==> config.mk <==
export PLATFORM = sky130hd
export DESIGN_NAME = cncc_mem
export DESIGN_NICKNAME = d
export VERILOG_FILES = /design/src/rtl/core/cncc_pkg.sv /design/src/rtl/core/cncc_mem.sv
export SDC_FILE = /design/constraint.sdc
export NUM_CORES = 2
export LEC_CHECK = 0
export ABC_CLOCK_PERIOD_IN_PS = 3020
export BUFFER_PORTS_ARGS = -buffer_cell sky130_fd_sc_hd__buf_2
export CAP_MARGIN = 40
export CORE_ASPECT_RATIO = 0.5
export CORE_MARGIN = 2
export CORE_UTILIZATION = 35
export CTS_CLUSTER_SIZE = 25
export DETAILED_ROUTE_END_ITERATION = 8
export PLACE_DENSITY = 0.55
export SLEW_MARGIN = 30
export SYNTH_ARGS = -nofsm -noshare
export SYNTH_HDL_FRONTEND = slang
export SYNTH_SLANG_ARGS = --single-unit
==> constraint.sdc <==
create_clock -name clk -period 3.02 [get_ports clk]
set_input_delay 0.151 -clock clk [delete_from_list [all_inputs] [get_ports clk]]
set_output_delay 0.151 -clock clk [all_outputs]
set_load 0.05 [all_outputs]
==> src/rtl/core/cncc_pkg.sv <==
`default_nettype none
package cncc_pkg;

  // Default configuration of the classifier.
  localparam int NUM_CATEGORIES_DEF = 12;
  localparam int NUM_DAYS_DEF       = 7;
  localparam int COUNT_FIELDS       = 7;

  // Port widths fixed by the item format.
  localparam int FUNC_W  = 1;
  localparam int CAT_W   = 4;
  localparam int DAY_W   = 3;
  localparam int VALUE_W = 24;
  localparam int COUNT_W = 16;
  localparam int SIM_W   = 16;

  // Datapath widths, sized for up to eight days.
  localparam int LIMB_W = 24;
  localparam int PROD_W = 2 * LIMB_W;
  localparam int DOT_W  = 43;
  localparam int NA_W   = 35;
  localparam int NB_W   = 51;
  localparam int NUM_W  = 86;
  localparam int DEN_W  = 86;
  localparam int QSH    = 30;
  localparam int REM_W  = NUM_W + QSH;
  localparam int Q_W    = QSH + 1;
  localparam int IDX_W  = 5;

  localparam logic [FUNC_W-1:0] FUNC_LOAD     = 1'b0;
  localparam logic [FUNC_W-1:0] FUNC_CLASSIFY = 1'b1;

  localparam logic [SIM_W-1:0] SIM_ONE = 16'd32768;

  // Pairs of limbs for the two wide products.
  localparam logic [IDX_W-1:0] NUM_PAIRS  = 5'd4;
  localparam logic [IDX_W-1:0] LAST_PAIR  = 5'd9;
  localparam logic [IDX_W-1:0] LAST_QBIT  = 5'd30;
  localparam logic [IDX_W-1:0] LAST_SBIT  = 5'd15;

  typedef enum logic [10:0] {
    S_IDLE = 11'b00000000001,
    S_NA   = 11'b00000000010,
    S_CAT  = 11'b00000000100,
    S_MAC  = 11'b00000001000,
    S_ZCHK = 11'b00000010000,
    S_PROD = 11'b00000100000,
    S_DSET = 11'b00001000000,
    S_DIV  = 11'b00010000000,
    S_SQRT = 11'b00100000000,
    S_PICK = 11'b01000000000,
    S_OUT  = 11'b10000000000
  } state_t;

endpackage
`default_nettype wire

==> src/rtl/core/cncc_mem.sv <==
`default_nettype none
module cncc_mem
  import cncc_pkg::*;
#(
  parameter int DEPTH = NUM_CATEGORIES_DEF * NUM_DAYS_DEF,
  parameter int AW    = $clog2(NUM_CATEGORIES_DEF * NUM_DAYS_DEF)
) (
  input  wire logic               clk,
  input  wire logic               we,
  input  wire logic [AW-1:0]      waddr,
  input  wire logic [VALUE_W-1:0] wdata,
  input  wire logic               re,
  input  wire logic [AW-1:0]      raddr,
  output logic      [VALUE_W-1:0] rdata
);

  logic [VALUE_W-1:0] mem [DEPTH];

  always_ff @(posedge clk) begin
    if (we) begin
      mem[waddr] <= wdata;
    end
    if (re) begin
      rdata <= mem[raddr];
    end
  end

endmodule
`default_nettype wire

==> flow_summary_export.csv <==
group,metric,value,unit
outcome,outcome,"completed",
logic_synthesis,syn_nets,3492,
clocking,h-tree-depth,4,
critical_path,slowest_delay,0.62,ns
logic_synthesis,synth_largest_area_cell,"edfxtp_1",
clocking,clock_latency,0.82,ns
sta,max_freq,373.6,MHz
cells_and_area,layoutNonFillerInstCount,7053,
logic_synthesis,synthArstFlopShare,0,%
clocking,clock-sinks,2040,
cells_and_area,syn_to_final_growth,17.46,%
sta,rsz0062_at_grt,"false",
place,dp_cells,6682,
cells_and_area,nets,3972,
routing,drc,0,
sta,drv_slew,0,
global_routing,grt_pass1_wl,322800,um
hold_path,hp-class,"in -> reg",
critical_path,start_kind,"flop",
critical_path,r2r_slack,0.34,ns
routing,drtAntennaViolNets,0,
die,core,221300,sq um
logic_synthesis,yosys-top-cells-area,"edfxtp_1, mux4_2, mux2i_1, nor2_1, mux2_2",
hold_path,holdPathEnd,"mem[72][18]",
clocking,hold_buffers,28,
global_routing,grt_pass1_vias,39080,
logic_synthesis,yosys_warnings,0,
logic_synthesis,synth.top_cell.area_share,78.56,%
critical_path,r2r_end,"rdata[20]",
sta,finalSetupViolCount,0,
critical_path,worstPathArrival,3.25,ns
critical_path,cp_slowest_cell,"mux4_2",
logic_synthesis,synth-seq-cells,2040,
critical_path,worstPathMaxFanout,1,
hold_path,hold_depth,2,
clocking,cts_tree,"built",
routing,vias,39860,
logic_synthesis,ys_seq_area_share,78.56,%
logic_synthesis,synthTopCellsByCount,"edfxtp_1, mux4_2, nor2_1",
place,dp_hpwl,144200,um
sta,final.period_utilization,88.62,%
place,portBuffers,64,
pwr,cellPowerDensity,634.5,nW/um^2
sta,timing_hold_violations_final,0,
critical_path,crit_type,"reg -> reg",
clocking,ctsLongestPathBuffers,3,
global_routing,grt_max_degree,85,
critical_path,crit_buf_inv,0,
routing,first_pass_iters,6,
routing,drt-initial-drc-count,5833,
hold_path,hp-start,"wdata[18]",
cells_and_area,drive_above_1_share,32.28,%
pwr,power_leakage,28.55,nW
logic_synthesis,yosys_most_used_dff,"edfxtp_1",
die,io-pin-count,65,
run,maxCapViolCount,0,
pwr,ir_worst_vdd,597.3,uV
die,die_x,671.5,um
routing,drt-total-wl,235200,um
place,dpl_worst_slack,-0.2513,ns
sta,fin_ws,0.3435,ns
logic_synthesis,synth_cell_types,53,
logic_synthesis,avgSynthCellArea,22.60,sq um
sta,relSlewSlack,41.04,%
global_routing,grtUsageTotal,20.59,%
die,fp.dieH,337.8,um
logic_synthesis,syn_area,77980,sq um
die,rows,122,
pwr,p_total,58.11,mW
routing,routedWlPerCell,33.34,um
die,die_area,226800,sq um
logic_synthesis,syn_inst,3451,
logic_synthesis,yosysMostFrequentCell,"edfxtp_1",
clocking,cts_resized,0,
logic_synthesis,synth_edf_count,2040,
critical_path,r2r-start,"mem[63][20]",
global_routing,antenna_found_initial,23,
sta,min_period,2.676,ns
place,place_congestion,0.8679,
critical_path,end_kind,"flop",
cells_and_area,final_area,91590,sq um
critical_path,critPathTopFamily,"multiplexers",
clocking,cts.clk_slew.worst_paths,0.07,ns
clocking,cts_buffers,189,
sta,worst_slew_pin_slew,0.8752,ns
cells_and_area,n_fill_cell,19250,
critical_path,r2r_cells,5,
die,initial_core_util,35.23,%
clocking,cts-root-buf,"clkbuf_16",
clocking,cts_setup_buffers,0,
critical_path,cp.required,3.59,ns
critical_path,cp_cell_sequence,"mux4_1, mux4_2, nor2_1, o21ai_0, a31o_2",
global_routing,grt.overflow.total,0,
place,place_area,85350,sq um
sta,fin_skew,0.02931,ns
routing,vias_per_cell,5.651,
==> state kept, by name (all words and copies together), names as in the netlist <==
register and cells:
mem 2016, rdata 24
==> cells by family (layout without fill, tap and decap cells) <==
| logic type | Yosys count | after routing | synth area share, % |
|---|---|---|---|
| and+or+nand+nor | 366 | 366 | 2.075 |
| other | 0 | 6 | 0 |
| DFF | 2040 | 2040 | 78.56 |
| AOI/OAI and AO/OA | 248 | 248 | 2.261 |
| buffers and inverters | 189 | 809 | 1.321 |
| muxes | 608 | 608 | 15.79 |
==> cell type report <==
class                      instances  area, sq um  share of cell area (%)
antenna                            6        15.01                 0.01639
multi-input combinational       1222        16200                   17.69
inverter                           7        28.78                 0.03142
sequential                      2040        61260                   66.88
clock buffer                     255         5105                   5.574
timing repair buffer             471         4507                   4.921
tap                             2976         3724                   4.065
clock inverter                    76        749.5                  0.8183
==> where the power goes <==
group | internal, mW | switching [mW] | total [mW]
sequential | 31.3 | 0.0969 | 31.4
combinational | 1.25 | 2.23 | 3.48
clock | 13.0 | 10.3 | 23.2
==> metrics by stage <==
step / hold WS, ns / TNS [ns] / utilization (%)
final: 0.003674 / 0 / 41.38
after global routing: 0.01694 / 0 / 41.38
after CTS: 0.01858 / 0 / 41.33
after detailed placement: 0.5412 / -1.082 / 38.56
after global placement: 0.5392 / -1.851 / 38.49
after floorplan: 0.2499 / 0 / -
==> placed cells by master, fill, tap and decap left out, types with 14 or more instances in the layout <==
cell type      count
bufinv_16         14
clkinv_1          33
dlygate4sd3_1     30
mux4_2           488
nand2_1          102
clkinv_2          24
nor2b_1           14
buf_2             58
nor2_2            27
buf_4            298
clkbuf_1          60
nand3_1           52
nor2_1            62
a21oi_1           25
clkbuf_16        195
mux2i_1           74
o221ai_1          16
edfxtp_1        2040
a31oi_1           22
o21ai_0           30
buf_12            77
o22ai_1           24
a22oi_1           52
mux2_2            42
a221oi_1          25
nor2_4            52
==> layer usage <==
layer	global-route usage (%)	vias up	wire [um]
met5	0	-	50
met4	6.354	6	7719
met3	4.181	352	22720
met2	31.72	2088	106700
met1	29.59	21770	97970
li1	-	15640	-
==> how the worst max path moves through the flow <==
stage,cells after the start,slack (ns),from,endpoint
after global routing,5,0.34,mem[59][20],rdata[20]
after global placement,6,-0.41,raddr[0],rdata[5]
final,5,0.34,mem[63][20],rdata[20]
after CTS,5,0.36,mem[63][20],rdata[20]
after floorplan,4,0.20,waddr[5],mem[42][0]
after detailed placement,9,-0.25,raddr[0],rdata[9]
Power figures use the tool's default switching activity.
