$ cat src/rtl/core/cncc_pkg.sv
`default_nettype none
package cncc_pkg;

  // Default configuration of the classifier.
  localparam int NUM_CATEGORIES_DEF = 12;
  localparam int NUM_DAYS_DEF       = 7;
  localparam int COUNT_FIELDS       = 7;

  // Port widths fixed by the item format.
  localparam int FUNC_W  = 1;
  localparam int CAT_W   = 4;
  localparam int DAY_W   = 3;
  localparam int VALUE_W = 24;
  localparam int COUNT_W = 16;
  localparam int SIM_W   = 16;

  // Datapath widths, sized for up to eight days.
  localparam int LIMB_W = 24;
  localparam int PROD_W = 2 * LIMB_W;
  localparam int DOT_W  = 43;
  localparam int NA_W   = 35;
  localparam int NB_W   = 51;
  localparam int NUM_W  = 86;
  localparam int DEN_W  = 86;
  localparam int QSH    = 30;
  localparam int REM_W  = NUM_W + QSH;
  localparam int Q_W    = QSH + 1;
  localparam int IDX_W  = 5;

  localparam logic [FUNC_W-1:0] FUNC_LOAD     = 1'b0;
  localparam logic [FUNC_W-1:0] FUNC_CLASSIFY = 1'b1;

  localparam logic [SIM_W-1:0] SIM_ONE = 16'd32768;

  // Pairs of limbs for the two wide products.
  localparam logic [IDX_W-1:0] NUM_PAIRS  = 5'd4;
  localparam logic [IDX_W-1:0] LAST_PAIR  = 5'd9;
  localparam logic [IDX_W-1:0] LAST_QBIT  = 5'd30;
  localparam logic [IDX_W-1:0] LAST_SBIT  = 5'd15;

  typedef enum logic [10:0] {
    S_IDLE = 11'b00000000001,
    S_NA   = 11'b00000000010,
    S_CAT  = 11'b00000000100,
    S_MAC  = 11'b00000001000,
    S_ZCHK = 11'b00000010000,
    S_PROD = 11'b00000100000,
    S_DSET = 11'b00001000000,
    S_DIV  = 11'b00010000000,
    S_SQRT = 11'b00100000000,
    S_PICK = 11'b01000000000,
    S_OUT  = 11'b10000000000
  } state_t;

endpackage
`default_nettype wire

$ cat src/rtl/core/cncc_mul.sv
`default_nettype none
module cncc_mul
  import cncc_pkg::*;
(
  input  wire logic              clk,
  input  wire logic [LIMB_W-1:0] a,
  input  wire logic [LIMB_W-1:0] b,
  output logic      [PROD_W-1:0] p
);

  // Registered unsigned product; the result is ready in the cycle after its operands.
  always_ff @(posedge clk) begin
    p <= PROD_W'(a) * PROD_W'(b);
  end

endmodule
`default_nettype wire

$ cat config.mk
export PLATFORM = sky130hd
export DESIGN_NAME = cncc_mul
export DESIGN_NICKNAME = d
export VERILOG_FILES = /design/src/rtl/core/cncc_pkg.sv /design/src/rtl/core/cncc_mul.sv
export SDC_FILE = /design/constraint.sdc
export NUM_CORES = 1
export LEC_CHECK = 0
export ABC_AREA = 1
export BUFFER_PORTS_ARGS = -buffer_cell sky130_fd_sc_hd__buf_2
export CAP_MARGIN = 20
export CORE_MARGIN = 1
export CORE_UTILIZATION = 59
export CTS_CLUSTER_DIAMETER = 80
export DETAILED_ROUTE_END_ITERATION = 8
export PLACE_DENSITY_LB_ADDON = 0.15
export SLEW_MARGIN = 10
export SYNTH_ARGS = -nofsm -noshare
export SYNTH_HDL_FRONTEND = slang
export SYNTH_SLANG_ARGS = --single-unit
$ cat constraint.sdc
create_clock -name clk -period 5.9 [get_ports clk]
set_input_delay 0.59 -clock clk [delete_from_list [all_inputs] [get_ports clk]]
set_output_delay 0.59 -clock clk [all_outputs]
set_load 0.01 [all_outputs]
==> results of run 1 <==
==> metal layers <==
layer	share of wire, %	routed length (um)	global-route usage [%]	vias to the layer above
met4	2.1	1220	6.55	4
met3	8.2	4810	5.18	96
met5	0.046	27	0	-
met2	47	27200	51.0	707
li1	-	-	-	8445
met1	43	25000	46.5	9019
==> Yosys cell counts (all sizes together) <==
cell type / n
a21oi: 29
xnor2: 6
o21bai: 6
nand3: 39
clkbuf: 96
nand2b: 1
nor3: 3
fa: 482
a31oi: 4
ha: 174
and2: 2
o21ai: 2
inv: 1014
nor2: 73
dfxtp: 48
or2: 3
nand2: 918
xor2: 21
nand4: 3
==> metrics by stage <==
stage | setup slack, ns | std cells | cell area (sq um) | hold slack (ns) | utilization [%]
2_1_floorplan | 0.0287 | 2924 | 21500 | 0.688 | -
3_3_place_gp | -0.602 | 3585 | 23900 | 0.984 | 66.8
3_5_place_dp | -0.611 | 3585 | 23900 | 0.982 | 66.8
4_1_cts | 0.00187 | 3593 | 24300 | 0.804 | 68.1
5_1_grt | -0.114 | 3633 | 25900 | 0.768 | 72.3
6_report | 0.0266 | 3633 | 25900 | 0.764 | 72.3
==> logic make-up (layout without fill, tap and decap cells) <==
family / count (synthesis) / count (layout)
AO/OA/AOI/OAI: 41 / 41
XOR/XNOR: 27 / 27
adder cells (fa/ha/maj): 656 / 656
buffers and inverters: 1110 / 1358
flip-flops: 48 / 48
AND/OR/NAND/NOR: 1042 / 1042
==> final timing paths <==
check             endpoint  slack [ns]  cells after the start
setup / recovery     p[40]        0.03                     27
hold / removal        p[0]        0.76                      4
==> worst max-delay path, cell delays in order <==
cell	delay [ns]
buf_6	0.12
buf_12	0.14
buf_4	0.13
nand2_1	0.06
inv_1	0.05
fa_1	0.49
inv_1	0.05
fa_1	0.47
inv_1	0.05
fa_1	0.52
fa_1	0.45
fa_1	0.51
fa_2	0.60
inv_2	0.04
fa_1	0.49
inv_2	0.05
ha_4	0.30
nand2_4	0.07
buf_6	0.12
nor2_4	0.11
buf_4	0.15
inv_1	0.08
nor3_2	0.20
nand2_2	0.08
nand2_1	0.07
nand2_1	0.04
nand2_1	0.06
==> cell type report <==
class | count | area (sq um) | area share (%)
sequential | 48 | 961 | 3.72
timing repair buffer | 336 | 2970 | 11.5
tap | 461 | 577 | 2.23
clock inverter | 3 | 46.3 | 0.179
multi-input combinational | 1766 | 17400 | 67.2
clock buffer | 5 | 125 | 0.484
inverter | 1014 | 3810 | 14.7
==> repair_timing <==
action,CTS,global route
cloned,0,5
gates resized for setup,72,359
pin swaps,22,154
endpoints found under the hold margin,0,0
setup endpoints to repair,30,32
buffers inserted,0,35
==> impl_metrics.env, run 1 <==
export IMPL_status="complete, but fails checks"
export IMPL_failed_checks="DRC"
export IMPL_cts_reportedPaths_clkPinSlew_ns=0.08
export IMPL_finalSetupViolCount=0
export IMPL_final_common_cell="inv_1"
export IMPL_vias=18300
export IMPL_synth_top_cell_area_share_pct=44.8
export IMPL_synth_seq_cells=48
export IMPL_ys_seq_area_share_pct=4.46
export IMPL_min_path_type="in -> reg"
export IMPL_yosys_area_share_simple_pct=19.1
export IMPL_core_region_area_sq_um=35700
export IMPL_grt_pass1_vias=18600
export IMPL_start_util_pct=60.3
export IMPL_ctsHoldBuffers=0
export IMPL_row_count=69
export IMPL_routabilityCongestion=0.926
export IMPL_wire_per_inst_um=16.1
export IMPL_max_freq_mhz=170
export IMPL_cts_buffers=5
export IMPL_drt_wl_total_um=58400
export IMPL_syn_inst=2924
export IMPL_grt_setup_unrepaired="yes"
export IMPL_die_h_um=193
export IMPL_h_tree_depth=2
export IMPL_grt_max_degree=20
export IMPL_drv_cap=0
export IMPL_crit_fanout=7
export IMPL_antenna_found_initial=2
export IMPL_grt_pass1_wl_um=92700
export IMPL_endpoint_kind="flop"
export IMPL_avgSynthCellArea_sq_um=7.37
export IMPL_drtIter0Drc=1221
export IMPL_syn_nets=3629
export IMPL_overflow=0
export IMPL_synth_cell_type_count=25
export IMPL_netlist_top_cell_by_area="fa_1"
export IMPL_period_share_pct=99.5
export IMPL_io_pins=97
export IMPL_setup_worst_path_start_class="input pin"
export IMPL_cp_data_arrival_time_ns=6.13
export IMPL_crit_required_ns=6.15
export IMPL_drive_above_1_share_pct=19.2
export IMPL_final_nets=3876
export IMPL_synthMuxAreaShare_pct=0
export IMPL_synth_adder_area_share_pct=54.9
export IMPL_relSlewSlack_pct=80.2
export IMPL_post_dp_hpwl_um=49500
export IMPL_antenna_left=0
export IMPL_maxSlewViolCount=0
export IMPL_fin_tns_setup_ns=0
export IMPL_clock_sinks=48
export IMPL_reg_largest_list="p: 48 flops"
export IMPL_die_width_um=193
export IMPL_root_buffer="clkbuf_16"
export IMPL_regMostFlops="p"
export IMPL_layout_common_cells="inv_1 (961), nand2_1 (829), fa_1 (451)"
export IMPL_synth_area_leaders="fa_1 (45%), inv_1 (18%), nand2_1 (16%), ha_1 (10%), dfxtp_1 (4.5%)"
export IMPL_cp_startpoint="a[11]"
export IMPL_n_antenna_cell=0
export IMPL_die_area_sq_um=37300
export IMPL_worstMarginPinSlew_ns=0.295
export IMPL_ctsLongestPathBuffers=2
export IMPL_finalCriticalPeriod_ns=5.87
export IMPL_crit_type="in -> reg"
export IMPL_first_pass_iters=9
export IMPL_drc_errors=4
export IMPL_nFillCells=2799
export IMPL_synth_top_family_by_area="adder cells"
export IMPL_synth_warnings=0
export IMPL_area_growth_syn_to_layout_pct=20.1
export IMPL_track_usage_pct=32.1
export IMPL_synth_compound_area_share_pct=1.05
export IMPL_port_buffers=96
export IMPL_synth_xor_area_share_pct=1.10
export IMPL_largest_reg_flops=48
export IMPL_mappedNetlistArea_sq_um=21500
export IMPL_finalHoldViolCount=0
export IMPL_min_from="b[0]"
export IMPL_cts_tree="done"
export IMPL_viasPerCell=5.03
Power of run 1 is not shown: default switching activity piles up to over one toggle a cycle in this logic, so the estimate is an artifact.
==> inputs of run 2 (changes only) <==
--- a/config.mk
+++ b/config.mk
@@ -13,6 +13,7 @@
 export CTS_CLUSTER_DIAMETER = 80
 export DETAILED_ROUTE_END_ITERATION = 8
 export PLACE_DENSITY_LB_ADDON = 0.15
+export SETUP_SLACK_MARGIN = 0.2
 export SLEW_MARGIN = 10
 export SYNTH_ARGS = -nofsm -noshare
 export SYNTH_HDL_FRONTEND = slang
==> run 2 against run 1 <==
  * The flow still finishes with violations (DRC)
  * Cell count down 0.30%
  * Wire length up 4.5%
  * First-iteration DRC count up 16%
  * Worst setup slack better by 0.067 ns
  * Utilization up 1.7 points
  * Hold slack worse by 0.027 ns
  * Highest routed layer is now met4
==> impl_metrics.env, run 2 (same netlist as run 1, synthesis figures left out) <==
export IMPL_status="complete, but fails checks"
export IMPL_failed_checks="DRC"
export IMPL_endpoint_kind="flop"
export IMPL_maxSlewViolCount=0
export IMPL_cp_buffers_inverters=9
export IMPL_setup_worst_path_start_class="input pin"
export IMPL_area_growth_syn_to_layout_pct=23.0
export IMPL_regMostFlops="p"
export IMPL_finalHoldViolCount=0
export IMPL_grt_max_degree=18
export IMPL_root_buffer="clkbuf_16"
export IMPL_die_width_um=193
export IMPL_cts_tree="done"
export IMPL_seqCellArea_sq_um=961
export IMPL_die_h_um=193
export IMPL_final_nets=3865
export IMPL_cp_slowest_cell="fa_1"
export IMPL_largest_reg_flops=48
export IMPL_hold_slack_ns=0.737
export IMPL_vias=18600
export IMPL_finalCriticalPeriod_ns=5.81
export IMPL_first_pass_iters=7
export IMPL_relSlewSlack_pct=76.7
export IMPL_clock_sinks=48
export IMPL_io_pins=97
export IMPL_drv_cap=0
export IMPL_routabilityCongestion=0.944
export IMPL_critPathMaxStageDelay_ns=0.56
export IMPL_min_path_type="in -> reg"
export IMPL_crit_required_ns=6.09
export IMPL_grt_pass1_wl_um=96100
export IMPL_antenna_left=0
export IMPL_final_area_sq_um=26500
export IMPL_antenna_found_initial=1
export IMPL_crit_type="in -> reg"
export IMPL_worstMarginPinSlew_ns=0.348
export IMPL_drt_wl_total_um=61000
export IMPL_final_cells=3622
export IMPL_grt_pass1_vias=19300
export IMPL_h_tree_depth=2
export IMPL_nFillCells=2662
export IMPL_post_dp_hpwl_um=49300
export IMPL_cts_reportedPaths_clkPinSlew_ns=0.08
export IMPL_path_delay_family="adder cells"
export IMPL_ctsHoldBuffers=0
export IMPL_overflow=0
export IMPL_multi_input_area_sq_um=17900
export IMPL_reg_largest_list="p: 48 flops"
export IMPL_drc_errors=4
export IMPL_finalSetupViolCount=0
export IMPL_track_usage_pct=33.2
export IMPL_crit_fanout=6
export IMPL_dp_cells=3558
export IMPL_final_common_cell="inv_1"
export IMPL_cts_buffers=5
export IMPL_viasPerCell=5.13
export IMPL_ctsLongestPathBuffers=2
export IMPL_placed_area_sq_um=23600
export IMPL_period_share_pct=98.4
export IMPL_core_region_area_sq_um=35700
export IMPL_grt_setup_unrepaired="yes"
export IMPL_drtIter0Drc=1416
export IMPL_start_util_pct=60.3
export IMPL_row_count=69
export IMPL_die_area_sq_um=37300
export IMPL_max_freq_mhz=172
export IMPL_wire_per_inst_um=16.8
export IMPL_cp_data_arrival_time_ns=6.00
export IMPL_drive_above_1_share_pct=23.5
export IMPL_layout_common_cells="inv_1 (911), nand2_1 (774), fa_1 (443)"
export IMPL_port_buffers=96
## run 2: cell types whose count changed in the layout (fill, tap and decap cells not counted), moves of 7 or more
cell / previous run / this run
nand2_1: 829 / 774
inv_1: 961 / 911
inv_2: 52 / 101
nand2_2: 66 / 102
buf_4: 205 / 173
nand2_4: 23 / 40
buf_6: 42 / 55
nand3_1: 28 / 16
nand3_2: 7 / 16
fa_1: 451 / 443
fa_2: 31 / 39
a21oi_4: 1 / 8
nor2_4: 21 / 28
## run 2: through the flow
stage          setup TNS (ns)  setup WS [ns]  util, %
5_1_grt                -0.287        -0.0791     74.1
6_report                    0         0.0936     74.1
3_5_place_dp           -13.45         -0.564     66.0
3_3_place_gp           -12.81         -0.595     66.0
4_1_cts                     0         0.0987     69.2
2_1_floorplan               0          0.199        -
## run 2: per-layer routing
| layer | wire length [um] | global-route usage, % | part of all wire (%) | vias up |
|---|---|---|---|---|
| met5 | 0 | 0 | 0 | - |
| met4 | 2270 | 7.39 | 3.7 | 0 |
| met3 | 5210 | 3.87 | 8.5 | 151 |
| met2 | 29400 | 55.9 | 48 | 811 |
| met1 | 24100 | 46.2 | 40 | 9202 |
| li1 | - | - | - | 8428 |
## run 2: timing repair
action / 4_1_cts / 5_1_grt
gates resized for setup: 225 / 432
setup buffers: 17 / 31
pin swaps: 72 / 181
cloned: 0 / 8
setup endpoints to repair: 33 / 36
## run 2: layout make-up
class                   instances  area share (%)
flip-flops and latches         48            3.63
diodes                          1         0.00945
multi-input cells            1766            67.7
well taps                     461            2.18
clock inverters                 2          0.0472
repair buffers                325            11.6
inverters                    1014            14.4
clock buffers                   5           0.472
## run 2: final timing paths
kind              from    end  cells past startpoint
setup / recovery  a[7]  p[24]                     25
hold / removal    b[0]   p[0]                      4
Power of run 2 is left out for the same reason.
